===== src/design/wlec_pkg.sv =====
package wlec_pkg;

  localparam int unsigned SLOT_COUNT = 24;
  localparam int unsigned SLOT_W     = $clog2(SLOT_COUNT);

  localparam logic [31:0] ERASED_WORD    = 32'hffff_ffff;
  localparam logic [31:0] COUNTER_SPAN   = 32'h0100_0000;
  localparam logic [31:0] DEFAULT_PERIOD = 32'd3600000;

  localparam logic [1:0] CMD_SAMPLE = 2'd0;
  localparam logic [1:0] CMD_TICK   = 2'd1;
  localparam logic [1:0] CMD_PRESET = 2'd2;

  localparam int unsigned OUT_W = 40;

  typedef struct packed {
    logic accept;
    logic scan;
    logic fill;
    logic fill_zero;
    logic clr_init;
    logic init_max;
    logic init_zero;
    logic wrap;
    logic calc_total;
    logic period_save;
    logic ring_save;
    logic out_load;
  } wlec_cmd_t;

  typedef struct packed {
    logic initialized;
    logic idx_last;
    logic max_erased;
    logic wrap_due;
    logic save_due;
  } wlec_stat_t;

endpackage


===== src/design/wlec_ctrl.sv =====
module wlec_ctrl (
  input  logic               clk,
  input  logic               rst,
  input  logic               in_valid,
  input  logic [1:0]         in_cmd,
  output logic               in_ready,
  output logic               out_valid,
  input  logic               out_ready,
  input  wlec_pkg::wlec_stat_t stat,
  output wlec_pkg::wlec_cmd_t  cmd
);

  typedef enum logic [11:0] {
    S_IDLE        = 12'b0000_0000_0001,
    S_PRESET_FILL = 12'b0000_0000_0010,
    S_INIT_SCAN   = 12'b0000_0000_0100,
    S_INIT_DECIDE = 12'b0000_0000_1000,
    S_ZERO_FILL   = 12'b0000_0001_0000,
    S_WRAP_CHK    = 12'b0000_0010_0000,
    S_SAVE1_SCAN  = 12'b0000_0100_0000,
    S_SAVE1_WRITE = 12'b0000_1000_0000,
    S_TOTAL       = 12'b0001_0000_0000,
    S_SAVE2_SCAN  = 12'b0010_0000_0000,
    S_SAVE2_WRITE = 12'b0100_0000_0000,
    S_DONE        = 12'b1000_0000_0000
  } state_t;

  state_t state, state_next;

  always_comb begin
    state_next = state;
    cmd        = '0;
    in_ready   = 1'b0;
    case (state)
      S_IDLE: begin
        in_ready = 1'b1;
        if (in_valid) begin
          cmd.accept = 1'b1;
          if (in_cmd == wlec_pkg::CMD_SAMPLE) begin
            state_next = stat.initialized ? S_WRAP_CHK : S_INIT_SCAN;
          end else if (in_cmd == wlec_pkg::CMD_PRESET) begin
            state_next = S_PRESET_FILL;
          end
        end
      end
      S_PRESET_FILL: begin
        cmd.fill = 1'b1;
        if (stat.idx_last) begin
          cmd.clr_init = 1'b1;
          state_next   = S_IDLE;
        end
      end
      S_INIT_SCAN: begin
        cmd.scan = 1'b1;
        if (stat.idx_last) state_next = S_INIT_DECIDE;
      end
      S_INIT_DECIDE: begin
        if (stat.max_erased) begin
          state_next = S_ZERO_FILL;
        end else begin
          cmd.init_max = 1'b1;
          state_next   = S_WRAP_CHK;
        end
      end
      S_ZERO_FILL: begin
        cmd.fill      = 1'b1;
        cmd.fill_zero = 1'b1;
        if (stat.idx_last) begin
          cmd.init_zero = 1'b1;
          state_next    = S_WRAP_CHK;
        end
      end
      S_WRAP_CHK: begin
        if (stat.wrap_due) begin
          cmd.wrap   = 1'b1;
          state_next = S_SAVE1_SCAN;
        end else begin
          state_next = S_TOTAL;
        end
      end
      S_SAVE1_SCAN: begin
        cmd.scan = 1'b1;
        if (stat.idx_last) state_next = S_SAVE1_WRITE;
      end
      S_SAVE1_WRITE: begin
        cmd.ring_save = 1'b1;
        state_next    = S_TOTAL;
      end
      S_TOTAL: begin
        cmd.calc_total  = 1'b1;
        cmd.period_save = stat.save_due;
        state_next      = stat.save_due ? S_SAVE2_SCAN : S_DONE;
      end
      S_SAVE2_SCAN: begin
        cmd.scan = 1'b1;
        if (stat.idx_last) state_next = S_SAVE2_WRITE;
      end
      S_SAVE2_WRITE: begin
        cmd.ring_save = 1'b1;
        state_next    = S_DONE;
      end
      S_DONE: begin
        if (!out_valid || out_ready) begin
          cmd.out_load = 1'b1;
          state_next   = S_IDLE;
        end
      end
      default: state_next = S_IDLE;
    endcase
  end

  always_ff @(posedge clk) begin
    if (rst) begin
      state     <= S_IDLE;
      out_valid <= 1'b0;
    end else begin
      state <= state_next;
      if (cmd.out_load) begin
        out_valid <= 1'b1;
      end else if (out_ready) begin
        out_valid <= 1'b0;
      end
    end
  end

endmodule


===== src/design/wlec_dp.sv =====
module wlec_dp (
  input  logic                          clk,
  input  logic                          rst,
  input  wlec_pkg::wlec_cmd_t           cmd,
  output wlec_pkg::wlec_stat_t          stat,
  input  logic [1:0]                    in_cmd,
  input  logic [31:0]                   in_data,
  input  logic                          cfg_valid,
  input  logic [31:0]                   cfg_data,
  output logic [wlec_pkg::OUT_W-1:0]    out_data
);

  localparam logic [wlec_pkg::SLOT_W-1:0] LAST_IDX =
    wlec_pkg::SLOT_W'(wlec_pkg::SLOT_COUNT - 1);

  logic [31:0] ring [wlec_pkg::SLOT_COUNT];
  logic [wlec_pkg::SLOT_COUNT-1:0] slot_valid;

  logic                        initialized;
  logic [31:0]                 stored_base;
  logic [23:0]                 received_base;
  logic [31:0]                 ticks;
  logic [31:0]                 period;
  logic [wlec_pkg::SLOT_W-1:0] idx;
  logic [31:0]                 word;
  logic [31:0]                 best;
  logic [wlec_pkg::SLOT_W-1:0] best_idx;
  logic [31:0]                 save_val;
  logic [31:0]                 total;
  logic [1:0]                  writes;
  logic                        wrapped;

  logic [23:0]                 cnt;
  logic [31:0]                 slot_rd;
  logic [31:0]                 wrap_base;
  logic [31:0]                 total_calc;
  logic [wlec_pkg::SLOT_W-1:0] save_idx;
  logic                        save_hit;
  logic                        wr_en;
  logic [wlec_pkg::SLOT_W-1:0] wr_addr;
  logic [31:0]                 wr_data;

  assign cnt        = word[23:0];
  assign slot_rd    = slot_valid[idx] ? ring[idx] : wlec_pkg::ERASED_WORD;
  assign wrap_base  = stored_base + wlec_pkg::COUNTER_SPAN - {8'h00, received_base}
                      + {8'h00, cnt};
  assign total_calc = {8'h00, cnt} - {8'h00, received_base} + stored_base;
  assign save_idx   = (best_idx == LAST_IDX) ? '0 : best_idx + 1'b1;
  assign save_hit   = cmd.ring_save && (best != save_val);

  always_comb begin
    wr_en   = 1'b0;
    wr_addr = idx;
    wr_data = cmd.fill_zero ? 32'h0 : word;
    if (cmd.fill) begin
      wr_en = 1'b1;
    end else if (save_hit) begin
      wr_en   = 1'b1;
      wr_addr = save_idx;
      wr_data = save_val;
    end
  end

  assign stat.initialized = initialized;
  assign stat.idx_last    = (idx == LAST_IDX);
  assign stat.max_erased  = (best == wlec_pkg::ERASED_WORD);
  assign stat.wrap_due    = (received_base > cnt);
  assign stat.save_due    = (ticks >= period);

  always_ff @(posedge clk) begin
    if (wr_en) ring[wr_addr] <= wr_data;
  end

  always_ff @(posedge clk) begin
    if (rst) begin
      slot_valid    <= '0;
      initialized   <= 1'b0;
      stored_base   <= '0;
      received_base <= '0;
      ticks         <= '0;
      period        <= wlec_pkg::DEFAULT_PERIOD;
      idx           <= '0;
    end else begin
      if (wr_en) slot_valid[wr_addr] <= 1'b1;
      if (cfg_valid) period <= cfg_data;
      if (cmd.scan || cmd.fill) begin
        idx <= stat.idx_last ? '0 : idx + 1'b1;
      end
      if (cmd.accept && in_cmd == wlec_pkg::CMD_TICK && ticks != 32'hffff_ffff) begin
        ticks <= ticks + 1'b1;
      end
      if (cmd.clr_init) initialized <= 1'b0;
      if (cmd.init_max || cmd.init_zero) begin
        initialized   <= 1'b1;
        stored_base   <= cmd.init_max ? best : 32'h0;
        received_base <= cnt;
      end
      if (cmd.wrap) begin
        stored_base   <= wrap_base;
        received_base <= cnt;
        ticks         <= '0;
      end
      if (cmd.period_save) begin
        stored_base   <= total_calc;
        received_base <= cnt;
        ticks         <= '0;
      end
    end
  end

  always_ff @(posedge clk) begin
    if (cmd.accept) begin
      word    <= in_data;
      writes  <= '0;
      wrapped <= 1'b0;
    end
    if (cmd.scan) begin
      if (idx == '0) begin
        best     <= slot_rd;
        best_idx <= '0;
      end else if (slot_rd > best) begin
        best     <= slot_rd;
        best_idx <= idx;
      end
    end
    if (cmd.wrap) begin
      save_val <= wrap_base;
      wrapped  <= 1'b1;
    end
    if (cmd.calc_total) total <= total_calc;
    if (cmd.period_save) save_val <= total_calc;
    if (save_hit) writes <= writes + 1'b1;
    if (cmd.out_load) out_data <= {5'b0, wrapped, writes, total};
  end

endmodule


===== src/design/wear_leveled_energy_counter.sv =====
// Tick: counted while idle. Preset: writes the value to all N ring slots (N = 24),
// one slot per cycle. Sample: each save scans the ring for its maximum first; the first
// sample after reset or preset also scans, and zeroes the ring if it is erased.
// One word at a time; input is accepted again while a result waits at the output.
// Synchronous reset: ring reads as erased via per-slot valid bits, no clear pass.
module wear_leveled_energy_counter (
  input  logic        clk,
  input  logic        rst,
  input  logic        s_axis_tvalid,
  output logic        s_axis_tready,
  input  logic [31:0] s_axis_tdata,   // [31:0] count_value
  input  logic [1:0]  s_axis_tuser,   // [1:0] cmd
  output logic        m_axis_tvalid,
  input  logic        m_axis_tready,
  output logic [39:0] m_axis_tdata,   // [31:0] total_count, [33:32] slot_writes,
                                      // [34] rollover_seen, [39:35] zero
  input  logic        cfg_valid,
  output logic        cfg_ready,
  input  logic [31:0] cfg_data        // save_period_ticks
);

  wlec_pkg::wlec_cmd_t  cmd;
  wlec_pkg::wlec_stat_t stat;

  assign cfg_ready = 1'b1;

  wlec_ctrl u_ctrl (
    .clk       (clk),
    .rst       (rst),
    .in_valid  (s_axis_tvalid),
    .in_cmd    (s_axis_tuser),
    .in_ready  (s_axis_tready),
    .out_valid (m_axis_tvalid),
    .out_ready (m_axis_tready),
    .stat      (stat),
    .cmd       (cmd)
  );

  wlec_dp u_dp (
    .clk       (clk),
    .rst       (rst),
    .cmd       (cmd),
    .stat      (stat),
    .in_cmd    (s_axis_tuser),
    .in_data   (s_axis_tdata),
    .cfg_valid (cfg_valid),
    .cfg_data  (cfg_data),
    .out_data  (m_axis_tdata)
  );

endmodule


===== config.mk =====
export PLATFORM = sky130hd
export DESIGN_NAME = wear_leveled_energy_counter
export DESIGN_NICKNAME = d
export VERILOG_FILES = /design/src/design/wlec_pkg.sv /design/src/design/wlec_ctrl.sv /design/src/design/wlec_dp.sv /design/src/design/wear_leveled_energy_counter.sv
export SDC_FILE = /design/constraint.sdc
export NUM_CORES = 1
export LEC_CHECK = 0
export ABC_AREA = 1
export BUFFER_PORTS_ARGS = -buffer_cell sky130_fd_sc_hd__buf_4
export CORE_MARGIN = 1.5
export CORE_UTILIZATION = 30
export CTS_CLUSTER_DIAMETER = 40
export DETAILED_ROUTE_END_ITERATION = 7
export PLACE_DENSITY_LB_ADDON = 0.05
export SLEW_MARGIN = 0
export SYNTH_ARGS = -nofsm -noshare
export SYNTH_HDL_FRONTEND = slang
export SYNTH_HIERARCHICAL = 1
export SYNTH_SLANG_ARGS = --single-unit

===== constraint.sdc =====
create_clock -name clk -period 12.02 [get_ports clk]
set_clock_uncertainty 0.2 [all_clocks]
set_input_delay 1.202 -clock clk [delete_from_list [all_inputs] [get_ports clk]]
set_output_delay 1.202 -clock clk [all_outputs]
set_load 0.03 [all_outputs]

* After elaboration in Yosys (flattened, before gate mapping)
Memory sizes are Yosys's and may differ from the RTL's. A register that Yosys moved wholly into a read port is not among the register bits.
Index checks and enable logic that the tools add are counted.
Widths: inputs -> output; s select.
** Storage, ports and cells
- Register bits after elaboration :: 334
- Memory bits (writable) :: 768
- Bits of input ports :: 71
- Word-level logic and storage cells :: 150
- Memories kept :: 1
** Memory list
- u_dp.ring :: depth 24, bits a word 32, read ports 1, clocked after Yosys merged registers in 1, wr ports 1, RTL line wlec_dp.sv:16 : logic [31:0] ring [wlec_pkg::SLOT_COUNT];
** Operators by class
- Add/subtract/negate cells :: 9
- $lt $le $gt $ge :: 6
- Equal/unequal tests :: 27
- Mux-type cells :: 67
- Bitwise logic cells :: 1
- Reductions and logical operators :: 22
** Operators with widths (number)
- $mux 32 :: 12
- $pmux 12 s12 :: 1
- $mux 12 :: 10
- $mux 24 :: 3
- $mux 5 :: 7
- $add 32x1->32 const B :: 1
- $add 32x24->32 :: 1
- $add 32x25->32 const B :: 1
- $add 32x32->32 :: 1
- $eq 32x32->1 const B :: 1
- $ge 32x32->1 :: 1
- $gt 32x32->1 :: 1
- $ne 32x32->1 :: 1
- $ne 32x32->1 const B :: 1
- $sub 32x24->32 :: 1
- $mux 1 :: 26
- $sub 24x24->25 :: 1
- $gt 24x24->1 :: 1
- $or 24x24->24 :: 1
- $eq 12x1->1 const B :: 1
- $eq 12x10->1 const B :: 1
- $eq 12x11->1 const B :: 1
- $eq 12x12->1 const B :: 1
- $eq 12x2->1 const B :: 1
- 33 further kinds :: 55

* Longest topological paths before layout
Gate-level depths: netlist (run 1).
- Word-level depth :: 11
- Mapped depth :: 27
- Depth with buffers taken out :: 27

* Modules after synthesis
Netlist (run 1), hierarchy kept.
** Modules (own cells, without submodules)
- wlec_dp :: times used 1, cells each 4753, area each 50455.9 sq um, seq. area each 31290.0 sq um
- wlec_ctrl :: times used 1, cells each 184, area each 1076.0 sq um, seq. area each 260.2 sq um
- wear_leveled_energy_counter :: times used 1, cells each 2, area each 11.3 sq um, seq. area each 0.0 sq um

* Least setup slack after synthesis (run 1)
OpenSTA, ideal clock, no wires.
- Path type :: reg2reg
- Start point :: reg u_dp/idx[0] in the netlist's numbering
- End point :: reg u_dp.best[0] (enable)
- Arrival :: 5.451 ns
- Data required time :: 11.332 ns
- Slack :: 5.881 ns
- Cell stages (with the launch flop) :: 21
- Buffers on the path :: 2
- Period minus slack after synthesis :: 6.139 ns
- Cells stage by stage :: dfxtp_1 -> inv_1 -> clkbuf_1 -> a21oi_1 -> o21ai_0 -> nand3_1 -> nand4_1 -> o21ai_1 -> buf_2 -> nand3_1 -> ha_1 -> nand2_1 -> inv_1 -> nand3_1 -> nor4_1 -> inv_1 -> nor4_1 -> nand2_1 -> nand2_1 -> nand2_1 -> a21boi_0
** On the way
- Longest elaborated chain between the ends :: 6
- Elaborated cells between the ends (all ways) :: 7
** Ends and longest elaborated chain
- start, declared :: RTL line wlec_dp.sv:24 : logic [wlec_pkg::SLOT_W-1:0] idx;
- start signal, assigned :: RTL line wlec_dp.sv:87 : idx <= stat.idx_last ? '0 : idx + 1'b1;
- $bmux 1 s5 :: RTL line wlec_dp.sv:44 : assign slot_rd = slot_valid[idx] ? ring[idx] : wlec_pkg::ERASED_WORD;
- $mux 1 (not written as such) :: RTL line wlec_dp.sv:44
- $mux 32 :: RTL line wlec_dp.sv:44
- net u_dp.slot_rd[31] :: RTL line wlec_dp.sv:34 : logic [31:0] slot_rd;
- $gt 32x32->1 :: RTL line wlec_dp.sv:121 : end else if (slot_rd > best) begin
- $reduce_bool 2->1 (no source line)
- $reduce_and 2->1 (no source line)
- end signal, assigned :: RTL line wlec_dp.sv:119 : best <= slot_rd;
- end signal, assigned :: RTL line wlec_dp.sv:122 : best <= slot_rd;
- end, declared :: RTL line wlec_dp.sv:26 : logic [31:0] best;
The timed path passes the listed nets, and every way through them passes these cells. The select of a mux whose other input is x is not followed.
A chain may end at the register's enable or synchronous reset.

==> results by group, run 1 <==
Outcome
  – Outcome: complete, no violations

STA
  – Max-slew violation count: 0
  – Crit share post-route: between 50% and 60%
  – Min cycle time layout: between 6 and 7 ns
  – Achievable Freq: 155 MHz
  – Relative slew margins: 20.9%
  – Unrepaired setup endpoints after global routing: no
  – Setup TNS: 0 ns
  – Worst Tran Pin Value: between 1 and 1.5 ns
  – Setup Viol. Count Final: 0
  – Final hold viol count: 0
  – Hold_ws: approximately 0.21 ns

Setup path
  – Critical-path cell with the highest stage delay: buf_4
  – Worst-path maximum fanout: about 140
  – Crit path largest cell delay: roughly 0.68 ns
  – Req. time, crit path: approximately 12 ns
  – Critical Path AT: about 6.7 ns
  – Most numerous cell on the critical path: nand2_1
  – Worst R2R End: u_dp/best[8]
  – Cell depth of the worst flop-to-flop path: 19
  – R2R setup slack: between 5 and 6 ns
  – Crit Path Category: reg2reg
  – Cells along the critical path: inv_8 -> buf_4 -> buf_4 -> o21ai_0 -> o221ai_1 -> nand3_1 -> nand2_1 -> nand2_1 -> nand3_1 -> ha_1 -> nand3_1 -> nor4_1 -> inv_1 -> nor4_1 -> nand2_1 -> nand2_1 -> nand2_1 -> a21boi_4 -> buf_4
  – Startpoint Class: flop
  – Setup crit end kind: flop

Drt
  – Initial DRC Count: between 2000 and 3000
  – Final WL: 181000 um
  – Detail Route Antenna Nets: 0
  – Vias per cell: between 5 and 6
  – Routed WL per cell: between 20 and 25 um
  – Via Count: 37800
  – Drt first pass iters: 7
  – DRC viols: 0

GRT
  – GRT Total Usage: just over 20%
  – Initial antenna violation count: 5
  – First-pass GRT wire length: between 200000 and 300000 um
  – Largest net degree at the start of global routing: 150
  – Vias in the first global route: 37800
  – Gr ovfl total: 0

Power
  – Peak supply drop: around 0.15 mV
  – Power, Total: about 0.013 W
  – Pleak: around 23 nW
  – Pwr/cell area: 212 nW/um^2

Hold path
  – Hold path startpoint: u_dp/total[7]
  – WHS Endpoint: u_dp/out_data[7]
  – Hold crit path type: reg2reg
  – Hold Crit Depth: 0

Synth
  – Top cell type's share of synthesized area: 54.6%
  – Synth Flop Type: edfxtp_1
  – Synth warnings: 6
  – Top cell type by total area after synthesis: edfxtp_1
  – Post-synth EDFFs: 938
  – Area contributors post-synth: edfxtp_1, dfxtp_1, o21ai_0
  – Mean Syn Cell Area: 10.4 sq um
  – Syn Inst Count: around 5000
  – Cell variety after synth: 59
  – Mapped Area: around 52000 sq um
  – Yosys reg bits: 1107
  – Async S/R FF share, synth: 0%
  – Register area share after synthesis: between 60% and 70%

Clock tree
  – CTS tree: yes
  – TritonCTS Buffers: 208
  – Root buffer cell: clkbuf_16
  – CTS Hold Buffers Added: 0
  – Worst-Skew Late Latency: between 0.8 and 0.9 ns
  – Setup bufs post-CTS: 0
  – H-tree depth: 4
  – # resized after CTS: 0
  – CTS clock-pin slew for the worst setup and hold paths: 0.05 ns
  – Deepest clock path buffer count: 3
  – CTS sink count: 1107

Placed design
  – Placed Area: approximately 55000 sq um
  – GPL Wtd Cong: 0.882
  – Number of I/O port buffers: 107
  – Dpl hpwl: 112000 um

Floorplanning
  – Die ar.: about 170000 sq um
  – Overall die height: 418 um
  – # IOs: approximately 110
  – Core box area: approximately 170000 sq um
  – Initial core utilization: 30.3%
  – Row count: 151
  – Die W: 418 um

Finish
  – Layout cell share with drive strength beyond 1: 12.6%
  – Area Growth Syn to Fin: 21.3%
  – Nets: around 5400
  – Final Cell Area: around 63000 sq um

Flow run
  – Max Cap Viol: 0
final cells by class:
type,count,area [sq um]
antenna,3,7.51
clock buffer,241,5420
clock inverter,149,2000
fill,17100,108000
inverter,451,1710
multi-input combinational,3146,17600
sequential,1107,31600
tap,2218,2780
timing repair buffer,192,1470
state kept, by name (all words and copies together) (netlist names), named ones only:
name                count
u_ctrl/out_valid        1
u_ctrl/state           12
u_dp/best              32
u_dp/best_idx           5
u_dp/idx                5
u_dp/initialized        1
u_dp/out_data          35
u_dp/period            32
u_dp/received_base     24
u_dp/ring             768
u_dp/save_val          32
u_dp/slot_valid        24
u_dp/stored_base       32
u_dp/ticks             32
u_dp/total             32
u_dp/word              32
u_dp/wrapped            1
u_dp/writes             2
worst max-delay path by stage:
| stage | to | slack [ns] | cells past startpoint |
|---|---|---|---|
| floorplan | u_dp/best[0] | 5.88 | 20 |
| global placement | u_dp/best[0] | 5.55 | 19 |
| detailed placement | u_dp/best[0] | 5.53 | 19 |
| CTS | u_dp/best[8] | 5.50 | 19 |
| global route | u_dp/best[8] | 5.02 | 19 |
| finish | u_dp/best[8] | 5.56 | 19 |
report_power, final:
group | leakage, nW | switching (W) | internal, W
logic | 9.39 | 0.00186 | 0.000731
registers | 9.81 | 0.0000832 | 0.00445
clock network | 3.56 | 0.00209 | 0.00404
synthesized netlist by cell type (26+ instances only):
cell type	number
a21oi_1	253
a31oi_1	30
buf_2	27
clkbuf_1	194
dfxtp_1	169
edfxtp_1	938
fa_1	26
ha_1	159
inv_1	430
nand2_1	635
nand3_1	242
nand4_1	38
nor2_1	624
nor3_1	39
o211ai_1	59
o21ai_0	580
o221ai_1	144
o22ai_1	52
xnor2_1	55
xor2_1	41
logic make-up after synthesis:
logic type	after synthesis	share of synthesized area, %
compound gates	1193	13.5
xor+xnor	96	1.63
fa+ha+maj	185	4.87
buf+inv	690	5.16
flops	1107	61.2
other cells	2	0.0146
simple gates	1666	13.6
layer usage:
| metal | vias up | global-route usage [%] | wire length [um] |
|---|---|---|---|
| met5 | - | 0 | 0 |
| met2 | 805 | 34.6 | 87100 |
| li1 | 18000 | - | - |
| met3 | 208 | 2.71 | 6800 |
| met1 | 18800 | 27.7 | 83600 |
| met4 | 0 | 5.21 | 3540 |
worst max-delay path, delay by kind of cell (launching register included):
kind	cells	cell delay (ns)
DFF	1	0.47
adders and majority gates	1	0.17
AOI/OAI and AO/OA	3	0.87
and+or+nand+nor	10	1.75
buffers and inverters	5	2.42
cell usage in the layout, fill, tap and decap left out, drive strengths merged, types with 144 or more instances in the layout:
cell,instances
buf,192
inv,459
clkbuf,241
o21ai,591
nand3,248
ha,159
dfxtp,169
nor2,639
nand2,647
a21oi,256
edfxtp,938
o221ai,144
through the flow:
step           worst slack [ns]  util [%]  std cells
6_report                   5.56      36.8       7507
2_1_floorplan              5.88         -       4943
4_1_cts                    5.50      36.8       7504
3_5_place_dp               5.53      32.4       7114
5_1_grt                    5.02      36.8       7505
3_3_place_gp               5.55      32.4       7114
No activity file was read; power rests on OpenSTA's default activity.
==> run 2, diff against run 1 <==
==> constraint.sdc (replaced) <==
create_clock -name clk -period 5.55 [get_ports clk]
set_clock_uncertainty 0.2 [all_clocks]
set_input_delay 0.555 -clock clk [delete_from_list [all_inputs] [get_ports clk]]
set_output_delay 0.555 -clock clk [all_outputs]
set_load 0.03 [all_outputs]
==> run 2 against run 1 <==
Flip-flop and latch count unchanged. Sequential power rose by 120%. Worst setup slack got worse by 5.1 ns. Total power grew 120%. Cell area increased by 2.0%. Critical endpoint is now u_dp/save_val[19]. Largest cell class unchanged.
==> results by group, run 2 (synthesized netlist as in run 1, its figures left out) <==
Outcome
  – Outcome: complete, no violations

Finish
  – Layout cell share with drive strength beyond 1: around 13%
  – Most frequent cells in the layout: edfxtp_1, nand2_1, nor2_1, o21ai_0, inv_1
  – Area Growth Syn to Fin: 23.7%
  – Post-route insts no fill: about 7600
  – Filler cells: 16900
  – Biggest register: u_dp/ring
  – Flip-flop count of the largest register after layout: between 700 and 800
  – Final Cell Area: roughly 64000 sq um
  – Nets: 5489
  – Commonest non-fill, non-tap cell in the layout: edfxtp_1
  – Largest regs: u_dp/ring (768), u_dp/out_data (35)

Drt
  – Initial DRC Count: between 2000 and 3000
  – Routed WL per cell: between 20 and 25 um
  – Via Count: roughly 38000
  – DRC viols: 0
  – Final WL: between 150000 and 200000 um
  – Vias per cell: 5.02
  – Drt first pass iters: 5
  – Detail Route Antenna Nets: 0

Placed design
  – Dpl hpwl: ~120000 um
  – Number of I/O port buffers: approximately 110
  – GPL Wtd Cong: 0.878
  – Placed Area: approximately 56000 sq um
  – DP Cell Count: between 7000 and 8000

STA
  – Unrepaired setup endpoints after global routing: no
  – Relative slew margins: 19.3%
  – Setup TNS: 0 ns
  – Hold_ws: ~0.21 ns
  – Final hold viol count: 0
  – Max-slew violation count: 0
  – Min cycle time layout: approximately 5 ns
  – Setup Viol. Count Final: 0
  – Crit share post-route: 91.8%
  – Worst Tran Pin Value: 1.21 ns
  – Achievable Freq: between 150 and 200 MHz

Clock tree
  – CTS tree: yes
  – H-tree depth: 4
  – CTS clock-pin slew for the worst setup and hold paths: 0.05 ns
  – Worst-Skew Late Latency: between 0.8 and 0.9 ns
  – CTS sink count: between 1000 and 1500
  – CTS Hold Buffers Added: between 90 and 100
  – Setup bufs post-CTS: 0
  – Deepest clock path buffer count: 3
  – TritonCTS Buffers: between 200 and 250
  – Root buffer cell: clkbuf_16
  – # resized after CTS: 0

Setup path
  – Worst reg2reg startpoint: u_dp/word[0]
  – Cell depth of the worst flop-to-flop path: 21
  – Req. time, crit path: 5.90 ns
  – Critical Path Source: u_dp/word[0]
  – Crit Path Category: reg2reg
  – Critical Path AT: ~5.4 ns
  – Startpoint Class: flop
  – Worst-path maximum fanout: 3
  – Setup crit end kind: flop

Power
  – Power, Total: 0.0286 W
  – Pwr/cell area: roughly 450 nW/um^2
  – Pleak: ~23 nW
  – Peak supply drop: about 0.30 mV

GRT
  – GRT Total Usage: between 20% and 30%
  – Initial antenna violation count: 0
  – First-pass GRT wire length: approximately 260000 um
  – Largest net degree at the start of global routing: approximately 130
  – Vias in the first global route: about 38000
  – Gr ovfl total: 0

Floorplanning
  – Overall die height: 418 um
  – Row count: around 150
  – Die ar.: between 150000 and 200000 sq um
  – Initial core utilization: a little under a third
  – # IOs: roughly 110
  – Core box area: between 150000 and 200000 sq um
  – Die W: around 420 um

Hold path
  – Hold Crit Depth: 0
  – Hold path startpoint: u_dp/total[31]
  – Hold crit path type: reg2reg

Flow run
  – Max Cap Viol: 0
run 2: critical path, stage by stage (launching register included):
cell      delay, ns
edfxtp_1       0.31
inv_1          0.07
ha_1           0.26
fa_1           0.46
o21ai_0        0.42
nand3_1        0.12
nand2_1        0.13
a21oi_1        0.11
o21ai_0        0.35
a21oi_1        0.14
xnor2_1        0.18
ha_1           0.35
nand2_1        0.12
inv_1          0.07
nand2_1        0.11
nor2_1         0.36
nand4_1        0.30
nand3_1        0.21
xor2_1         0.12
inv_1          0.09
nor2_1         0.05
or2_2          0.29
run 2: metrics by stage:
stage	setup WS (ns)	utilization, %
floorplan	0.428	-
global placement	0.405	32.7
detailed placement	0.445	32.7
CTS	0.407	37.5
global route	0.0556	37.5
finish	0.456	37.5
run 2: power breakdown:
part	internal, W	switching (W)	leakage [nW]	total (W)
Combinational	0.00168	0.00414	10.0	0.00582
Clock	0.00841	0.00451	3.44	0.0129
Sequential	0.00965	0.000174	9.81	0.00982
run 2: final cells by class:
cell class / instances / area (sq um) / share of cell area, %
multi-input cells: 3146 / 17600 / 27.6
clock inverters: 144 / 1780 / 2.80
well taps: 2218 / 2780 / 4.35
clock buffers: 247 / 5440 / 8.54
flip-flops and latches: 1107 / 31600 / 49.5
inverters: 451 / 1710 / 2.69
diodes: 3 / 7.51 / 0.0118
repair buffers: 320 / 2890 / 4.52
run 2: path summary, 6_finish.rpt:
| kind | to | slack [ns] |
|---|---|---|
| max | u_dp/save_val[19] | 0.46 |
| min | u_dp/out_data[31] | 0.21 |
| max reg2reg | u_dp/save_val[19] | 0.46 |
| min reg2reg | u_dp/out_data[31] | 0.21 |
run 2: per-layer routing:
metal | global-route usage (%) | up-vias | part of all wire (%)
li1 | - | 18200 | -
met5 | 0 | - | 0
met3 | 2.76 | 235 | 3.5
met2 | 34.2 | 772 | 48
met1 | 28.4 | 19100 | 47
met4 | 5.06 | 0 | 1.9
